File: src/sv/assert_macros.svh
// Assertion helpers shared by the RTL files.
// Each macro expects signals named clk and rst_n in the enclosing scope.
`ifndef ASSERT_MACROS_SVH
`define ASSERT_MACROS_SVH

// Same-cycle implication.
`define ASSERT_IMPLY(lbl, ante, cons, msg) \
  lbl: assert property (@(posedge clk) disable iff (!rst_n) (ante) |-> (cons)) \
    else $error(msg);

// Next-cycle implication.
`define ASSERT_NEXT(lbl, ante, cons, msg) \
  lbl: assert property (@(posedge clk) disable iff (!rst_n) (ante) |=> (cons)) \
    else $error(msg);

`endif

File: src/sv/bsg_pkg.sv
// ----------------------------------------------------------------------------
// bsg_pkg
// Types and constants shared by the bitmap-to-grayscale stream blocks.
// ----------------------------------------------------------------------------
package bsg_pkg;

  localparam logic [15:0] BMP_SIGNATURE = 16'h4D42;
  localparam logic [31:0] OS2_HDR_SIZE  = 32'd12;
  localparam logic [31:0] WIN_HDR_MIN   = 32'd40;

  localparam logic [2:0] ST_OK         = 3'd0;
  localparam logic [2:0] ST_NOT_BMP    = 3'd1;
  localparam logic [2:0] ST_UNSUPPORT  = 3'd2;
  localparam logic [2:0] ST_BAD_HDR    = 3'd3;
  localparam logic [2:0] ST_TOO_LARGE  = 3'd4;
  localparam logic [2:0] ST_BAD_OFFSET = 3'd5;

  localparam logic [5:0] BPP1  = 6'd1;
  localparam logic [5:0] BPP4  = 6'd4;
  localparam logic [5:0] BPP8  = 6'd8;
  localparam logic [5:0] BPP24 = 6'd24;
  localparam logic [5:0] BPP32 = 6'd32;

  localparam logic [1:0] CFG_MAX_WIDTH  = 2'd0;
  localparam logic [1:0] CFG_MAX_HEIGHT = 2'd1;
  localparam logic [1:0] CFG_WEIGHTED   = 2'd2;

  localparam logic [7:0]  W_RED = 8'd30;
  localparam logic [7:0]  W_GRN = 8'd59;
  localparam logic [7:0]  W_BLU = 8'd11;
  localparam logic [12:0] RECIP_100 = 13'd5243;
  localparam int          SHIFT_100 = 19;
  localparam logic [9:0]  RECIP_3   = 10'd683;
  localparam int          SHIFT_3   = 11;

  localparam int FIFO_DEPTH = 8;
  localparam int FIFO_AW    = $clog2(FIFO_DEPTH);

  typedef struct packed {
    logic        kind;
    logic        use_pal;
    logic        black;
    logic [7:0]  idx;
    logic [7:0]  red;
    logic [7:0]  grn;
    logic [7:0]  blu;
    logic [15:0] row;
    logic [15:0] col;
    logic [2:0]  status;
    logic [15:0] w;
    logic [15:0] h;
    logic        last;
  } req_t;

  typedef struct packed {
    logic        kind;
    logic [7:0]  gray;
    logic [15:0] row;
    logic [15:0] col;
    logic [2:0]  status;
    logic [15:0] w;
    logic [15:0] h;
    logic        last;
  } out_item_t;

  typedef struct packed {
    logic        en;
    logic [7:0]  addr;
    logic [23:0] data;
  } pal_wr_t;

  function automatic logic is_supported(input logic [15:0] b);
    return (b == 16'd1) || (b == 16'd4) || (b == 16'd8) || (b == 16'd24) ||
           (b == 16'd32);
  endfunction

  function automatic logic [8:0] default_colors(input logic [5:0] bpp);
    logic [8:0] n;
    n = 9'd0;
    if (bpp == BPP8) n = 9'd256;
    else if (bpp == BPP4) n = 9'd16;
    else if (bpp == BPP1) n = 9'd2;
    return n;
  endfunction

endpackage

File: src/sv/bsg_out_fifo.sv
// ----------------------------------------------------------------------------
// bsg_out_fifo
// Result queue between the grey pipeline and the output channel.
// ----------------------------------------------------------------------------
`include "assert_macros.svh"

module bsg_out_fifo
  import bsg_pkg::*;
(
  input  logic             clk,
  input  logic             rst_n,
  input  logic             push,
  input  out_item_t        push_item,
  input  logic             pop,
  output logic             valid,
  output out_item_t        head,
  output logic [FIFO_AW:0] count
);

  out_item_t          buf_r [FIFO_DEPTH];
  logic [FIFO_AW-1:0] wr_ptr_r, rd_ptr_r;
  logic [FIFO_AW:0]   cnt_r;

  always_ff @(posedge clk) begin
    if (!rst_n) begin
      wr_ptr_r <= '0;
      rd_ptr_r <= '0;
      cnt_r    <= '0;
    end else begin
      if (push) wr_ptr_r <= wr_ptr_r + 1'b1;
      if (pop) rd_ptr_r <= rd_ptr_r + 1'b1;
      if (push && !pop) cnt_r <= cnt_r + 1'b1;
      else if (!push && pop) cnt_r <= cnt_r - 1'b1;
    end
    if (push) buf_r[wr_ptr_r] <= push_item;
  end

  assign valid = (cnt_r != '0);
  assign head  = buf_r[rd_ptr_r];
  assign count = cnt_r;

  `ASSERT_IMPLY(a_no_overflow, push, cnt_r != (FIFO_AW+1)'(FIFO_DEPTH), "push into full queue")
  `ASSERT_NEXT(a_cnt_up, push && !pop, cnt_r == $past(cnt_r) + 1'b1, "count did not advance")
  `ASSERT_NEXT(a_cnt_down, pop && !push, cnt_r == $past(cnt_r) - 1'b1, "count did not drop")

endmodule

File: config.mk
export PLATFORM = sky130hd
export DESIGN_NAME = bsg_out_fifo
export DESIGN_NICKNAME = d
export VERILOG_FILES = /design/src/sv/bsg_pkg.sv /design/src/sv/bsg_out_fifo.sv
export VERILOG_INCLUDE_DIRS = /design/src /design/src/sv
export SDC_FILE = /design/constraint.sdc
export NUM_CORES = 1
export LEC_CHECK = 0
export BUFFER_PORTS_ARGS = -buffer_cell sky130_fd_sc_hd__buf_2
export CAP_MARGIN = 20
export CORE_MARGIN = 3
export CORE_UTILIZATION = 55
export CTS_CLUSTER_DIAMETER = 60
export DETAILED_ROUTE_END_ITERATION = 8
export HOLD_SLACK_MARGIN = 0.1
export PLACE_DENSITY_LB_ADDON = 0.3
export SLEW_MARGIN = 20
export SYNTH_ARGS = -nofsm -noshare
export SYNTH_HDL_FRONTEND = slang
export SYNTH_SLANG_ARGS = --single-unit
File: constraint.sdc
create_clock -name clk -period 16.1 [get_ports clk]
set_input_delay 1.61 -clock clk [delete_from_list [all_inputs] [get_ports clk]]
set_output_delay 1.61 -clock clk [all_outputs]
set_load 0.01 [all_outputs]
== Word-level counts from Yosys, hierarchy flattened ==
Memory sizes are Yosys's and may differ from the RTL's. A register that Yosys moved wholly into a read port is not among the register bits.
Index checks and enable logic that the tools add are counted.

* Register bits: 10
* Memory bits (writable): 616
* Input bits: 81
* Output and inout bits: 82
* Word-level logic and storage cells: 20
* Memories: 1

{| class="wikitable"
|+ Memory list
! memory !! depth !! bits a word !! rd ports !! clocked after Yosys merged registers in !! write ports !! line !! RTL
|-
| buf_r || 8 || 77 || 1 || 1 || 1 || bsg_out_fifo.sv:20 || <nowiki>out_item_t buf_r [FIFO_DEPTH];</nowiki>
|}

* $add $sub $neg: 4
* Multiplexer cells: 6
* Reduce and logical (&&, ||, !) cells: 6

{| class="wikitable"
|+ Operator list
! operator !! count
|-
| 4-bit two-way mux || 2
|-
| 3-bit by 1-bit adder with 3-bit output, second input constant || 2
|-
| 3-bit two-way mux || 2
|-
| 4-bit by 1-bit adder with 4-bit output, second input constant || 1
|-
| 4-bit nonzero test || 1
|-
| 4-bit by 1-bit subtractor with 4-bit output, second input constant || 1
|-
| 1-bit logical AND || 2
|-
| 1-bit zero test || 2
|-
| 1-bit two-way mux || 2
|-
| 2-bit nonzero test || 1
|}

== Logic depth before layout (Yosys ltp) ==
* Depth after elaboration: 4
* Depth in mapped cells: 8
* Mapped depth without buffers: 8

== Least setup slack after synthesis ==
OpenSTA, ideal clock, no wires.

* Path kind: input to register
* Start point: in push
* End point: mem buf_r[0][0] in the netlist's numbering (enable)
* Setup time: 0.607 ns
* Arrival: 6.926 ns
* Required time: 15.493 ns
* Setup slack: 8.567 ns
* Stages: 2
* Buffers on the path: 0
* Cells stage by stage: nand2b_1 nor3_1

* Cells in the longest elaborated chain, start to end: 2

{| class="wikitable"
|+ RTL lines
! item !! line !! RTL
|-
| start, declared || bsg_out_fifo.sv:12 || <nowiki>input logic push,</nowiki>
|-
| 1-bit two-way mux || bsg_out_fifo.sv:35 || <nowiki>if (push) buf_r[wr_ptr_r] <= push_item;</nowiki>
|-
| 1-bit two-way mux (not written as such) || bsg_out_fifo.sv:35 ||
|-
| end, declared || bsg_out_fifo.sv:20 ||
|}

Every way passes these cells.

==> impl_results.md <==
* Largest family of logic cells by synthesized area: multiplexers
* Number of global-route vias before repair at 10900
* Crit end category: primary output
* Clk sink count at 629
* Fillers at 2742
* Die area at 46200 µm²
* Fmax at 0.182 GHz
* Hold buffers post-CTS at 0
* Met2 wire len at 22400 µm
* Die height at 215 µm
* Worst VDD drop at 0.122 mV
* DIE WIDTH at 215 µm
* Compound-Gate Fraction of Synth Area at 0.0991%
* Syn_area_per_cell at 25.1 µm²
* Worst endpoint required time at 14.49 ns
* Clock buffer depth at 3
* Unique masters post-synth at 28
* PD cells at 128 nW/µm²
* Final WL at 44000 µm
* Finished Layout Cells at 1788
* Synth Area in XOR/XNOR at 0.219%
* Cell Area, Synth at 24000 µm²
* Max Fanout on Critical Path at 47
* Grt total ovfl at 0
* Fin crit period at 5.50 ns
* Worst hold path class: flip-flop to flip-flop
* Synth warnings at 0
* Final core utilization at 64.4%
* Port bufs at 162
* H-tree depth at 2
* # resized after CTS at 0
* Placement Setup Slack at 11.10 ns
* Starting Density at 56.5%
* Routed met3 length at 2690 µm
* Final #Nets at 1246
* Top Ports at 163
* Top_reg_cell synth: edfxtp_1
* DR WL/cell at 24.6 µm
* Clock Root Buffer: clkbuf_16
* Arrival time at the worst endpoint at 3.89 ns
* Max Cap Viol at 0
* Num rows at 75
* Pins Over Slew Limit at 0
* Post-Synth Adder-Cell Area at 0.344%
* Core area at 42500 µm²
* Setup_tns at 0 ns
* DRT Pass-1 Iters at 5
* Clock transition at the registers of the reported paths at 0.06 ns
* Final setup fails at 0
* Fin worst setup slack at 10.60 ns
* Vias per cell at 5.74
* Period utilization at 34.2%
* Hold WS at 0.490 ns
* Clock Latency Late Sink at 0.62 ns
* Critical path class: flip-flop to primary output
* # DRC at 0
* Max layer used: met5
* First-pass GRT wire length at 67300 µm
* Total power at 3.52 mW
* Slew headroom at 26.4%
* CP startpoint kind: flip-flop
* RD Place Congestion at 0.695
* Drt initial violations at 812
* TritonCTS Buffers at 60
* Pin count of the biggest net entering global routing at 73
* Placed cell areas at 25400 µm²
* Initial antenna violation count at 8
* Post-synthesis sequential area ratio at 78.2%
* Vias at 10300
* Pleak at 8.88 nW
* CTS tree: built
* Clock skew at 0.0128 ns
* Share of cells above drive strength 1 at 42.1%
* Fin area at 27400 µm²
* FF+latch area at 18800 µm²
* Actual slew at the worst max-slew pin at 1.10 ns
* Unrepaired setup endpoints after global routing: false
* Number of synthesized register bits at 629
* Detail Route Antenna Nets at 0
* Proportion of synthesized area in mux cells at 19.2%
* Hpwl dp at 23100 µm
* Total global-route track usage at 19.4%
* Synth-to-Final Area Change at 14.0%
* Met1 wire length at 18100 µm
* Mapped Nets at 1045
* Multi-input logic area at 4970 µm²
* DP Cell Count at 1674
* EDFF count, synth at 616
* Syn Inst Count at 958
* Asr flop ratio synth at 0%
* Post-CTS Setup Inserts at 0
* Final hold vios at 0
* Post-synthesis simple-gate area fraction at 0.662%
* Status: finished clean
-- cells in the mapped netlist, types with 2 or more instances --
cell type | n | area share, %
nor2b_1 | 3 | 0.078
buf_2 | 20 | 0.42
clkbuf_1 | 14 | 0.22
nor3_1 | 2 | 0.042
inv_1 | 2 | 0.031
mux2_4 | 60 | 3.8
nand2_1 | 6 | 0.094
edfxtp_1 | 616 | 77
buf_12 | 7 | 0.58
xor2_1 | 2 | 0.073
xnor2_1 | 4 | 0.15
buf_1 | 3 | 0.047
mux2_2 | 17 | 0.80
dfxtp_1 | 13 | 1.1
and2_1 | 7 | 0.18
mux4_2 | 154 | 14
nor2_1 | 7 | 0.11
ha_1 | 5 | 0.26
mux2i_1 | 4 | 0.17
nand2b_1 | 4 | 0.10
-- cells in the final DEF (no fill, tap or decap), types with 2 or more instances in the layout --
cell type / count
nor3_2: 2
nor2_4: 6
dfxtp_4: 3
xor2_1: 2
buf_2: 162
mux2i_1: 4
mux2_2: 17
buf_4: 22
mux4_2: 154
nand2b_1: 4
inv_6: 2
xnor2_1: 4
inv_1: 2
nand2_1: 6
clkinv_2: 11
edfxtp_1: 616
clkbuf_16: 60
bufinv_16: 6
diode_2: 3
mux2_4: 60
clkinv_1: 19
ha_1: 5
dfxtp_1: 10
and2_1: 7
nor2b_1: 3
clkbuf_1: 9
-- worst paths after layout --
path                    start           end  slack (ns)  cells after the start
setup / recovery    flip-flop      head[40]       10.60                      5
setup reg to reg  wr_ptr_r[0]  buf_r[3][27]       13.63                      4
hold / removal       count[3]      count[3]        0.49                      2
hold reg to reg      count[3]      count[3]        0.49                      2
-- sequential cells by signal, indices dropped and copies added (netlist names), named ones only --
signal	count
buf_r	616
rd_ptr_r	3
wr_ptr_r	3
count	4
-- kinds of logic (layout without fill, tap and decap cells) --
group	Yosys count	in the layout
multiplexers	235	235
AO/OA/AOI/OAI	4	4
buffers and inverters	47	297
XOR/XNOR	6	6
adder cells (fa/ha/maj)	6	6
AND/OR/NAND/NOR	31	31
flip-flops	629	629
other	0	3
-- report_power, final --
group / leakage [nW] / switching (mW) / internal (mW)
Sequential: 5.70 / 0.0177 / 1.84
Combinational: 2.24 / 0.149 / 0.154
Clock: 0.940 / 0.573 / 0.780
Total: 8.88 / 0.740 / 2.78
-- final cells by class --
| cell class | instances | area share (%) |
|---|---|---|
| Sequential cell | 629 | 68.6 |
| Multi-Input combinational cell | 282 | 18.2 |
| Clock buffer | 69 | 5.61 |
| Timing Repair Buffer | 184 | 3.57 |
| Tap cell | 577 | 2.64 |
| Clock inverter | 42 | 1.39 |
| Inverter | 2 | 0.0274 |
| Antenna cell | 3 | 0.0274 |
-- worst max-delay path, stage by stage (launching register included) --
cell	delay, ns
dfxtp_4	0.61
buf_4	0.80
buf_4	0.77
mux4_2	0.59
mux2_4	0.28
buf_2	0.14
-- per-layer routing --
layer	up-vias	global-route usage [%]
met2	270	32.3
met5	-	0
li1	4489	-
met1	5421	26.1
met4	10	4.86
met3	67	4.90
Note: power is estimated with default switching activity, not from simulation.
