===== src/sv/assert_macros.svh =====
// Assertion helpers shared by the RTL files.
// Each macro expects signals named clk and rst_n in the enclosing scope.
`ifndef ASSERT_MACROS_SVH
`define ASSERT_MACROS_SVH

// Same-cycle implication.
`define ASSERT_IMPLY(lbl, ante, cons, msg) \
  lbl: assert property (@(posedge clk) disable iff (!rst_n) (ante) |-> (cons)) \
    else $error(msg);

// Next-cycle implication.
`define ASSERT_NEXT(lbl, ante, cons, msg) \
  lbl: assert property (@(posedge clk) disable iff (!rst_n) (ante) |=> (cons)) \
    else $error(msg);

`endif


===== src/sv/bsg_pkg.sv =====
// ----------------------------------------------------------------------------
// bsg_pkg
// Types and constants shared by the bitmap-to-grayscale stream blocks.
// ----------------------------------------------------------------------------
package bsg_pkg;

  localparam logic [15:0] BMP_SIGNATURE = 16'h4D42;
  localparam logic [31:0] OS2_HDR_SIZE  = 32'd12;
  localparam logic [31:0] WIN_HDR_MIN   = 32'd40;

  localparam logic [2:0] ST_OK         = 3'd0;
  localparam logic [2:0] ST_NOT_BMP    = 3'd1;
  localparam logic [2:0] ST_UNSUPPORT  = 3'd2;
  localparam logic [2:0] ST_BAD_HDR    = 3'd3;
  localparam logic [2:0] ST_TOO_LARGE  = 3'd4;
  localparam logic [2:0] ST_BAD_OFFSET = 3'd5;

  localparam logic [5:0] BPP1  = 6'd1;
  localparam logic [5:0] BPP4  = 6'd4;
  localparam logic [5:0] BPP8  = 6'd8;
  localparam logic [5:0] BPP24 = 6'd24;
  localparam logic [5:0] BPP32 = 6'd32;

  localparam logic [1:0] CFG_MAX_WIDTH  = 2'd0;
  localparam logic [1:0] CFG_MAX_HEIGHT = 2'd1;
  localparam logic [1:0] CFG_WEIGHTED   = 2'd2;

  localparam logic [7:0]  W_RED = 8'd30;
  localparam logic [7:0]  W_GRN = 8'd59;
  localparam logic [7:0]  W_BLU = 8'd11;
  localparam logic [12:0] RECIP_100 = 13'd5243;
  localparam int          SHIFT_100 = 19;
  localparam logic [9:0]  RECIP_3   = 10'd683;
  localparam int          SHIFT_3   = 11;

  localparam int FIFO_DEPTH = 8;
  localparam int FIFO_AW    = $clog2(FIFO_DEPTH);

  typedef struct packed {
    logic        kind;
    logic        use_pal;
    logic        black;
    logic [7:0]  idx;
    logic [7:0]  red;
    logic [7:0]  grn;
    logic [7:0]  blu;
    logic [15:0] row;
    logic [15:0] col;
    logic [2:0]  status;
    logic [15:0] w;
    logic [15:0] h;
    logic        last;
  } req_t;

  typedef struct packed {
    logic        kind;
    logic [7:0]  gray;
    logic [15:0] row;
    logic [15:0] col;
    logic [2:0]  status;
    logic [15:0] w;
    logic [15:0] h;
    logic        last;
  } out_item_t;

  typedef struct packed {
    logic        en;
    logic [7:0]  addr;
    logic [23:0] data;
  } pal_wr_t;

  function automatic logic is_supported(input logic [15:0] b);
    return (b == 16'd1) || (b == 16'd4) || (b == 16'd8) || (b == 16'd24) ||
           (b == 16'd32);
  endfunction

  function automatic logic [8:0] default_colors(input logic [5:0] bpp);
    logic [8:0] n;
    n = 9'd0;
    if (bpp == BPP8) n = 9'd256;
    else if (bpp == BPP4) n = 9'd16;
    else if (bpp == BPP1) n = 9'd2;
    return n;
  endfunction

endpackage


===== src/sv/bsg_luma.sv =====
// ----------------------------------------------------------------------------
// bsg_luma
// Two-stage grey conversion: request and palette capture, then the sum; reciprocal scaling on the output.
// ----------------------------------------------------------------------------
module bsg_luma
  import bsg_pkg::*;
(
  input  logic        clk,
  input  logic        rst_n,
  input  logic        weighted,
  input  logic        req_v,
  input  req_t        req,
  input  logic [23:0] pal_q,
  output logic [1:0]  inflight,
  output logic        push,
  output out_item_t   push_item
);

  req_t        s1_r;
  logic        v1_r;
  out_item_t   s2_r;
  logic [14:0] sum_r;
  logic        v2_r;

  logic [23:0] rgb;
  logic [14:0] sum;
  logic [27:0] prod_w;
  logic [24:0] prod_m;

  always_comb begin
    if (s1_r.use_pal) rgb = s1_r.black ? 24'd0 : pal_q;
    else rgb = {s1_r.red, s1_r.grn, s1_r.blu};
    if (weighted) begin
      sum = 15'(rgb[23:16]) * 15'(W_RED) + 15'(rgb[15:8]) * 15'(W_GRN) +
            15'(rgb[7:0]) * 15'(W_BLU);
    end else begin
      sum = 15'(rgb[23:16]) + 15'(rgb[15:8]) + 15'(rgb[7:0]);
    end
  end

  assign prod_w = 28'(sum_r) * 28'(RECIP_100);
  assign prod_m = 25'(sum_r) * 25'(RECIP_3);

  always_ff @(posedge clk) begin
    if (!rst_n) begin
      v1_r <= 1'b0;
      v2_r <= 1'b0;
    end else begin
      v1_r <= req_v;
      v2_r <= v1_r;
    end
    s1_r        <= req;
    sum_r       <= s1_r.kind ? 15'd0 : sum;
    s2_r.kind   <= s1_r.kind;
    s2_r.gray   <= 8'd0;
    s2_r.row    <= s1_r.row;
    s2_r.col    <= s1_r.col;
    s2_r.status <= s1_r.status;
    s2_r.w      <= s1_r.w;
    s2_r.h      <= s1_r.h;
    s2_r.last   <= s1_r.last;
  end

  always_comb begin
    push_item      = s2_r;
    push_item.gray = weighted ? prod_w[SHIFT_100 +: 8] : prod_m[SHIFT_3 +: 8];
  end

  assign push     = v2_r;
  assign inflight = {1'b0, v1_r} + {1'b0, v2_r};

endmodule


===== config.mk =====
export PLATFORM = sky130hd
export DESIGN_NAME = bsg_luma
export DESIGN_NICKNAME = d
export VERILOG_FILES = /design/src/sv/assert_macros.svh /design/src/sv/bsg_pkg.sv /design/src/sv/bsg_luma.sv
export SDC_FILE = /design/constraint.sdc
export NUM_CORES = 1
export LEC_CHECK = 0
export CORE_UTILIZATION = 50
export CTS_BUF_LIST = sky130_fd_sc_hd__clkbuf_2 sky130_fd_sc_hd__clkbuf_4 sky130_fd_sc_hd__clkbuf_8
export DETAILED_ROUTE_END_ITERATION = 16
export DONT_BUFFER_PORTS = 1
export HOLD_SLACK_MARGIN = 0.03
export SLEW_MARGIN = 20
export SYNTH_ARGS = -nofsm -noshare
export SYNTH_HDL_FRONTEND = slang
export SYNTH_SLANG_ARGS = --single-unit

===== constraint.sdc =====
create_clock -name clk -period 16.7 [get_ports clk]
set_input_delay 1.67 -clock clk [delete_from_list [all_inputs] [get_ports clk]]
set_output_delay 1.67 -clock clk [all_outputs]
set_load 0.03 [all_outputs]

# == Yosys cells after proc, flatten, opt, wreduce, memory -nomap -nowiden ==
# Cells that the tools add are included.
# op_classes
addsub,5
mul,5
muxes,4
# ops
operator,n
two-way mux 24 bit,2
"multiplier 15 x 13 -> 27 bit, second input constant",1
"multiplier 8 x 4 -> 12 bit, second input constant",2
"multiplier 15 x 10 -> 19 bit, second input constant",1
adder 13 x 14 -> 15 bit,1
adder 15 x 12 -> 15 bit,1
two-way mux 15 bit,1
"multiplier 8 x 6 -> 14 bit, second input constant",1
adder 9 x 8 -> 10 bit,1
adder 8 x 8 -> 9 bit,1
two-way mux 8 bit,1
adder 1 x 1 -> 2 bit,1
# word_totals
ff_bits,181
inputBits,131
output_inout_bits,80
word_cells,36

# == Longest topological paths before layout ==
# Gate-level depths: netlist of the first run.
# depth
ltp_word,6
mapped_depth,28
ltp_nobuf,27

# == Worst setup path after synthesis of the first run ==
# OpenSTA, ideal clock, no wires.
# synth_timing
path_kind,input to register
from,input pal_q[18]
to,register sum_r[14]
setup_ps,113
arrival_time_ps,6748
required_time_ps,16587
setup_slack_ps,9840
path_stages,24
path_buffers,0
cell_sequence,nor2b_1 > mux2i_1 > inv_1 > ha_1 > fa_1 > ha_1 > a21o_1 > a21oi_1 > o21bai_1 > a21oi_1 > o21ai_1 > xor2_1 > ha_1 > inv_1 > fa_1 > fa_1 > inv_1 > ha_1 > a21o_1 > a21o_1 > a21o_1 > a21oi_1 > a211o_1 > nand2_1
# synth_between
elab_chain_len,6
# synth_lines
item,line,source
from (decl),bsg_luma.sv:13,"input logic [23:0] pal_q,"
two-way mux 24 bit (2 in a row),bsg_luma.sv:31,if (s1_r.use_pal) rgb = s1_r.black ? 24'd0 : pal_q;
multiplier 8 x 4 -> 12 bit,bsg_luma.sv:34,sum = 15'(rgb[23:16]) * 15'(W_RED) + 15'(rgb[15:8]) * 15'(W_GRN) +
adder 13 x 14 -> 15 bit,bsg_luma.sv:34,
adder 15 x 12 -> 15 bit,bsg_luma.sv:34,
two-way mux 15 bit,bsg_luma.sv:33,if (weighted) begin
to (signal assigned),bsg_luma.sv:53,sum_r <= s1_r.kind ? 15'd0 : sum;
to (decl),bsg_luma.sv:22,logic [14:0] sum_r;
# No other way between the ends.
# A chain may end at the register's enable or synchronous reset.

==> flow_summary_export.csv, run 1 <==
group,metric,value,unit
outcome,status,"complete, no violations",
synthesis,synth_area_leader_cell,"dfxtp_1",
critical_path,cp_data_arrival_time,6.05,ns
place,dp.cells,1486,
global_routing,grt_pass1_wl,40600,um
clocking,htree_levels,4,
clocking,cts_setup_buffers,0,
synthesis,seq_area_frac_synth,0.287,
synthesis,syn_area_per_cell,10.9,um^2
sta,max_clock_freq,130,MHz
synthesis,netlist_area,12600,um^2
critical_path,critical_path_class,"reg -> out",
floorplan,die_h,161,um
synthesis,yosys_warnings,0,
place,place.gp.congestion,0.848,
synthesis,synthMuxAreaShare,0.00564,
final_layout,syn2layout_area_growth,6.90,%
synthesis,synth_compound_area_frac,0.0680,
synthesis,synth_ff_type,"dfxtp_1",
synthesis,synth_xor_area_frac,0.0312,
floorplan,die_area,25900,um^2
detailed_routing,drt_first_iter_violations,195,
place,placed_cell_area,13100,um^2
sta,drv_slew,0,
clocking,clk_latency,0.45,ns
global_routing,antenna_found_initial,2,
final_layout,fin_cells,1520,
final_layout,fin_area,13500,um^2
synthesis,synth_top_area_frac,0.287,
detailed_routing,ant_nets,0,
job,maxCapViolCount,0,
final_layout,fin_nets,1682,
critical_path,start_kind,"register",
clocking,root_buffer,"clkbuf_8",
sta,setup_violations,0,
detailed_routing,vias_per_cell,4.84,
sta,hold_viol,0,
synthesis,ys_async_sr_fraction,0,
synthesis,syn_inst,1164,
global_routing,overflow,0,
sta,tns,0,ns
sta,min_period,7.72,ns
clocking,cts_sinks,181,
synthesis,synthTopCellsByArea,"dfxtp_1, fa_1, ha_1, inv_1, xnor2_1",
clocking,cts_tree,"yes",
final_layout,drive_gt1_frac,0.0452,
synthesis,synthMostInstantiatedCell,"inv_1",
clocking,cts-buffers-inserted,17,
critical_path,crit_fanout,7,
place,place.port_buffers,0,
floorplan,rows,57,
synthesis,synth-simple-area-share,0.0438,
detailed_routing,wl_met1,10200,um
detailed_routing,top_layer_used,"met4",
clocking,cts_hold_buf,0,
synthesis,synth_cell_types,49,
final_layout,nFillCells,2168,
synthesis,synth-edff-count,0,
clocking,clock_path_buffers,2,
floorplan,start_util,0.515,
global_routing,gr-usage-all-layers,0.200,
synthesis,synth_seq_cells,181,
clocking,cts_resized,0,
floorplan,core_region_area,24500,um^2
synthesis,synth_top_family_by_area,"adder cells",
min_path,min_path_type,"reg -> reg",
detailed_routing,wl_met2,12800,um
critical_path,cp-end-kind,"output port",
global_routing,grt_start_max_net_pins,33,
detailed_routing,drc,0,
detailed_routing,detail_route.first_pass.iterations,4,
sta,rsz0062_at_grt,"false",
synthesis,synthAdderAreaFrac,0.471,
synthesis,netlist_top_cells_count,"inv_1, ha_1, dfxtp_1, fa_1, a21oi_1",
detailed_routing,routed_wirelength,24200,um
floorplan,boundaryPins,211,
sta,slew_headroom,0.273,
detailed_routing,route.met3.wl,1010,um
synthesis,synth.net_count,1665,
sta,fin_crit_sh,0.462,
place,dpl.hpwl,20700,um
detailed_routing,vias,7362,
clocking,clk_pin_slew,0.12,ns
detailed_routing,wire_per_inst,15.9,um
global_routing,grt_pass1_vias,8317,
sta,finalClockSkew,0.0179,ns
floorplan,chipWidth,161,um
sta,tightest_slew,1.08,ns
sta,hold_ws,0.320,ns
critical_path,worstPathRequired,15.03,ns
-- cells by family after synthesis --
family | after synthesis
XOR/XNOR | 45
buffers and inverters | 314
AND/OR/NAND/NOR | 118
AO/OA/AOI/OAI | 129
flip-flops | 181
adder cells (fa/ha/maj) | 370
multiplexers | 7
-- cell usage in the layout (no fill, tap or decap), types with 5 or more instances in the layout --
cell type and instances:
dfxtp_1 181, nand4_1 6, nand2_1 38, nor3_1 10, ha_1 193, fa_1 177, clkinv_8 5, nor2_1 36
o21bai_1 10, nor2b_1 10, a21o_1 12, clkbuf_8 17, inv_1 306, xnor2_1 29, xor2_1 16, nand3_1 5
a21oi_1 40, o21a_1 9, buf_4 6, mux2i_1 6, o21ai_0 27
-- path summary, 6_finish.rpt --
path	cells after the start	to	from	slack, ns
worst min-delay path	0	push_item[6]$_DFF_P_	s1_r[6]$_DFF_P_	0.32
worst max-delay path	18	push_item[74]	sum_r[9]$_SDFF_PP0_	8.98
worst min register to register	0	push_item[6]$_DFF_P_	s1_r[6]$_DFF_P_	0.32
worst max register to register	25	sum_r[14]$_SDFF_PP0_	s1_r[101]$_DFF_P_	9.85
-- flip-flops by register name, indices dropped and copies added, names as in the netlist --
register / cells
push: 1
v1_r: 1
push_item: 69
sum_r: 15
s1_r: 95
-- worst max-delay path, stage by stage (launching register included) --
cell and delay [ns]:
dfxtp_1 0.65, ha_1 0.34, inv_1 0.13, fa_1 0.50
fa_1 0.53, inv_1 0.04, ha_1 0.26, inv_1 0.05
fa_1 0.54, inv_1 0.06, ha_1 0.30, a22oi_1 0.17
nand2_1 0.06, o21ai_0 0.47, o21ai_2 0.23, a41oi_4 0.34
nor2b_4 0.21, a311oi_1 0.09, mux2i_1 0.60
-- stage by stage --
stage | setup slack (ns) | utilization
CTS | 8.87 | 0.550
floorplan | 9.84 | -
detailed placement | 9.25 | 0.532
global route | 8.64 | 0.551
global placement | 9.30 | 0.532
finish | 8.98 | 0.551
-- layer usage --
metal | vias to the layer above | track usage
li1 | 3628 | -
met1 | 3579 | 0.236
met2 | 134 | 0.377
met3 | 21 | 0.0342
met4 | 0 | 0.0395
met5 | - | 0
-- final cells by class --
class                   count  area [um^2]  area share
multi-input cells         669         7840       0.580
flip-flops and latches    181         3620       0.268
inverters                 306         1150      0.0850
well taps                 324          405      0.0300
clock buffers              17          234      0.0173
clock inverters            15          213      0.0157
repair buffers              6         45.0     0.00333
diodes                      2         5.00    0.000370
Power of run 1 is left out: the tool's default activity adds up to more than one toggle a clock period on the data nets, which glitch-free logic cannot reach.
==> run 2, diff against run 1 <==
==> constraint.sdc (replaced) <==
create_clock -name clk -period 8.04 [get_ports clk]
set_input_delay 0.804 -clock clk [delete_from_list [all_inputs] [get_ports clk]]
set_output_delay 0.804 -clock clk [all_outputs]
set_load 0.03 [all_outputs]
==> run 2 against run 1 <==
Effect of this change: global-route usage is 0.055 points lower; die area did not move; sequential cell count stayed put; utilization decreased by 0.051 points; hold slack got worse by 0.0021 ns; clock skew rose by 0.00085 ns; cell count stayed put; critical path depth is the same; sequential share of layout area is essentially flat.
==> flow_summary_export.csv, run 2 (synthesized netlist as in run 1, its figures left out) <==
group,metric,value,unit
final_layout,multiInputGateArea,7840,um^2
final_layout,mostFrequentLayoutCell,"inv_1",
detailed_routing,drt_first_iter_violations,212,
final_layout,fin_nets,1683,
clocking,clk_pin_slew,0.11,ns
global_routing,grt_pass1_vias,8018,
detailed_routing,routed_wirelength,24000,um
sta,finalClockSkew,0.0188,ns
critical_path,start_kind,"register",
clocking,root_buffer,"clkbuf_8",
final_layout,seq_area,3620,um^2
critical_path,reg2reg_from,"s1_r[101]$_DFF_P_",
critical_path,crit_end,"push_item[74]",
sta,setup_violations,0,
sta,setup_ws,1.20,ns
global_routing,overflow,0,
sta,tightest_slew,1.00,ns
floorplan,die_area,25900,um^2
sta,hold_ws,0.318,ns
clocking,htree_levels,4,
place,dpl.hpwl,20500,um
final_layout,nFillCells,2196,
critical_path,crit_fanout,7,
global_routing,grt_pass1_wl,40200,um
final_layout,largest_register_ffs,95,
critical_path,crit_start,"sum_r[7]$_SDFF_PP0_",
global_routing,antenna_found_initial,1,
job,maxCapViolCount,0,
critical_path,rr_endpoint,"sum_r[14]$_SDFF_PP0_",
detailed_routing,vias,7322,
final_layout,most-common-layout-cells,"inv_1, ha_1, dfxtp_1",
clocking,clock_path_buffers,2,
clocking,cts_hold_buf,0,
detailed_routing,drc,0,
clocking,cts-buffers-inserted,17,
outcome,status,"complete, no violations",
global_routing,gr-usage-all-layers,0.199,
final_layout,drive_gt1_frac,0.0460,
clocking,cts_resized,0,
floorplan,start_util,0.515,
sta,max_clock_freq,146,MHz
critical_path,r2r_setup_slack,1.42,ns
final_layout,finish.utilization,0.550,
place,place.port_buffers,0,
critical_path,critical_path_class,"reg -> out",
final_layout,syn2layout_area_growth,6.80,%
sta,tns,0,ns
critical_path,cp-end-kind,"output port",
global_routing,grt_start_max_net_pins,33,
critical_path,worstPathRequired,7.24,ns
place,place.gp.congestion,0.848,
floorplan,rows,57,
floorplan,die_h,161,um
detailed_routing,wire_per_inst,15.8,um
place,place_ws,1.39,ns
sta,fin_crit_sh,0.851,
clocking,cts_tree,"yes",
sta,drv_slew,0,
sta,hold_viol,0,
clocking,cts_sinks,181,
floorplan,chipWidth,161,um
detailed_routing,detail_route.first_pass.iterations,4,
detailed_routing,ant_nets,0,
sta,rsz0062_at_grt,"false",
min_path,min_path_type,"reg -> reg",
clocking,cts_setup_buffers,0,
detailed_routing,vias_per_cell,4.82,
sta,min_period,6.84,ns
critical_path,cp_data_arrival_time,6.04,ns
clocking,clk_latency,0.45,ns
final_layout,top_register,"s1_r",
sta,slew_headroom,0.327,
floorplan,core_region_area,24500,um^2
floorplan,boundaryPins,211,
critical_path,r2r_cells,25,
[run 2: worst min path at each step]
| stage | startpoint | to | slack [ns] | depth (start not counted) |
|---|---|---|---|---|
| after floorplan | s1_r[0]$_DFF_P_ | push_item[0]$_DFF_P_ | 0.31 | 0 |
| after global placement | s1_r[30]$_DFF_P_ | push_item[30]$_DFF_P_ | 0.31 | 0 |
| after detailed placement | s1_r[28]$_DFF_P_ | push_item[28]$_DFF_P_ | 0.31 | 0 |
| after CTS | s1_r[9]$_DFF_P_ | push_item[9]$_DFF_P_ | 0.32 | 0 |
| after global routing | req[45] | s1_r[45]$_DFF_P_ | 0.31 | 0 |
| final | s1_r[4]$_DFF_P_ | push_item[4]$_DFF_P_ | 0.32 | 0 |
[run 2: layout make-up]
cell class	count	share of cell area
multi-input combinational	669	0.581
sequential	181	0.268
inverter	306	0.0851
tap	324	0.0300
clock buffer	17	0.0173
clock inverter	15	0.0145
timing repair buffer	7	0.00389
antenna	1	0.000185
[run 2: worst max-delay path: stages, from the launching register on]
cell	delay, ns
dfxtp_1	0.65
ha_1	0.34
inv_1	0.12
fa_1	0.51
fa_1	0.53
inv_1	0.04
ha_1	0.26
inv_1	0.05
fa_1	0.53
inv_1	0.05
ha_1	0.30
a22oi_1	0.17
nand2_1	0.07
o21ai_0	0.47
o21ai_2	0.25
a41oi_4	0.35
nor2b_4	0.21
a311oi_1	0.10
mux2i_1	0.58
[run 2: per-stage QoR]
| stage | cells | area, um^2 |
|---|---|---|
| 2_1_floorplan | 1164 | 12600 |
| 3_3_place_gp | 1487 | 13100 |
| 3_5_place_dp | 1487 | 13100 |
| 4_1_cts | 1519 | 13500 |
| 5_1_grt | 1520 | 13500 |
| 6_report | 1520 | 13500 |
[run 2: metal layers]
metal | track usage | share of wire | vias up
li1 | - | - | 3627
met1 | 0.239 | 0.42 | 3547
met2 | 0.364 | 0.52 | 126
met3 | 0.0383 | 0.040 | 22
met4 | 0.0485 | 0.017 | 0
met5 | 0 | 0 | -
Power of run 2 is left out for the same reason.
==> run 3, diff against run 2 <==
==> constraint.sdc (replaced) <==
create_clock -name clk -period 7.37 [get_ports clk]
set_input_delay 0.737 -clock clk [delete_from_list [all_inputs] [get_ports clk]]
set_output_delay 0.737 -clock clk [all_outputs]
set_load 0.03 [all_outputs]
==> run 3 against run 2 <==
Effect of this change: first-iteration DRC count fell by 9.4%; sequential share of layout area decreased by 0.067 points; sequential cell count did not move; count of clock-buffer cells in the layout unchanged; routed wire length down 0.85%; hold slack got worse by 0.027 ns.
==> flow_summary_export.csv, run 3 (synthesized netlist as in run 1, its figures left out) <==
group,metric,value,unit
final_layout,mostFrequentLayoutCell,"inv_1",
sta,drv_slew,0,
clocking,clk_latency,0.46,ns
place,dpl.hpwl,20600,um
final_layout,fin_nets,1687,
clocking,cts-buffers-inserted,17,
clocking,htree_levels,4,
clocking,clk_pin_slew,0.11,ns
clocking,cts_hold_buf,0,
critical_path,cp-end-kind,"output port",
sta,hold_viol,0,
sta,finalClockSkew,0.0175,ns
detailed_routing,routed_wirelength,23800,um
global_routing,grt_busiest_layer,"met2",
critical_path,crit_fanout,7,
critical_path,crit_start,"sum_r[7]$_SDFF_PP0_",
sta,tns,0,ns
global_routing,gr-usage-all-layers,0.196,
final_layout,largest_register_ffs,95,
clocking,clock_path_buffers,2,
critical_path,r2r_setup_slack,1.19,ns
floorplan,start_util,0.515,
critical_path,r2r_cells,25,
critical_path,worstPathRequired,6.63,ns
global_routing,grt_start_max_net_pins,33,
sta,max_clock_freq,150,MHz
sta,slew_headroom,0.326,
sta,hold_ws,0.291,ns
floorplan,rows,57,
clocking,root_buffer,"clkbuf_8",
floorplan,die_area,25900,um^2
detailed_routing,ant_nets,0,
critical_path,crit_end,"push_item[74]",
sta,min_period,6.67,ns
clocking,cts_tree,"yes",
global_routing,antenna_found_initial,1,
detailed_routing,vias_per_cell,4.79,
final_layout,top_register,"s1_r",
critical_path,rr_endpoint,"sum_r[14]$_SDFF_PP0_",
detailed_routing,wire_per_inst,15.6,um
place,place.gp.congestion,0.853,
critical_path,critical_path_class,"reg -> out",
detailed_routing,drt_first_iter_violations,192,
critical_path,cp_data_arrival_time,5.93,ns
detailed_routing,detail_route.first_pass.iterations,4,
global_routing,grtUsageMet2,0.366,
floorplan,chipWidth,161,um
job,maxCapViolCount,0,
global_routing,use_met1,0.233,
floorplan,die_h,161,um
sta,rsz0062_at_grt,"false",
global_routing,use_met3,0.0360,
global_routing,overflow,0,
critical_path,reg2reg_from,"s1_r[101]$_DFF_P_",
floorplan,core_region_area,24500,um^2
global_routing,grt_pass1_wl,39400,um
final_layout,syn2layout_area_growth,7.07,%
min_path,min_path_type,"in -> reg",
critical_path,start_kind,"register",
detailed_routing,drc,0,
sta,tightest_slew,1.00,ns
detailed_routing,vias,7293,
outcome,status,"complete, no violations",
sta,fin_crit_sh,0.904,
clocking,cts_setup_buffers,0,
final_layout,drive_gt1_frac,0.0492,
sta,setup_violations,0,
floorplan,boundaryPins,211,
final_layout,most-common-layout-cells,"inv_1, ha_1, dfxtp_1",
global_routing,grt_pass1_vias,7939,
clocking,cts_resized,0,
place,place.port_buffers,0,
clocking,cts_sinks,181,
==> run 3: worst min path at each step <==
stage | from | to | depth (start not counted)
floorplan | s1_r[0]$_DFF_P_ | push_item[0]$_DFF_P_ | 0
global placement | s1_r[55]$_DFF_P_ | push_item[55]$_DFF_P_ | 0
detailed placement | s1_r[26]$_DFF_P_ | push_item[26]$_DFF_P_ | 0
CTS | req[79] | s1_r[79]$_DFF_P_ | 0
global route | req[28] | s1_r[28]$_DFF_P_ | 0
finish | req[78] | s1_r[78]$_DFF_P_ | 0
==> run 3: critical path, stage by stage, from the launching register on <==
cell and delay, ns:
dfxtp_1 0.63, ha_1 0.33, inv_1 0.13, fa_1 0.49
fa_1 0.52, inv_1 0.04, ha_1 0.26, inv_1 0.05
fa_1 0.54, inv_1 0.05, ha_1 0.30, a22oi_1 0.17
nand2_1 0.06, o21ai_0 0.43, o21ai_2 0.23, a41oi_4 0.34
nor2b_4 0.21, a311oi_1 0.09, mux2i_1 0.58
==> run 3: per-layer routing <==
metal,up-vias,part of all wire
met5,-,0
met4,0,0.011
met3,14,0.039
met2,141,0.53
met1,3502,0.42
li1,3636,-
==> run 3: layout make-up <==
| type | instances | area, um^2 |
|---|---|---|
| fillers | 2175 | 11000 |
| multi-input cells | 669 | 7840 |
| flip-flops and latches | 181 | 3620 |
| inverters | 306 | 1150 |
| well taps | 324 | 405 |
| clock buffers | 17 | 234 |
| clock inverters | 15 | 199 |
| repair buffers | 11 | 82.6 |
| diodes | 1 | 2.50 |
==> run 3: stage by stage <==
stage               cell area (um^2)   util  instances  setup slack [ns]
floorplan                      12600      -       1164              1.44
global placement               13100  0.534       1491              1.01
detailed placement             13100  0.534       1491              1.03
CTS                            13500  0.551       1523             0.541
global route                   13500  0.552       1524             0.355
finish                         13500  0.552       1524             0.704
Power of run 3 is left out for the same reason.
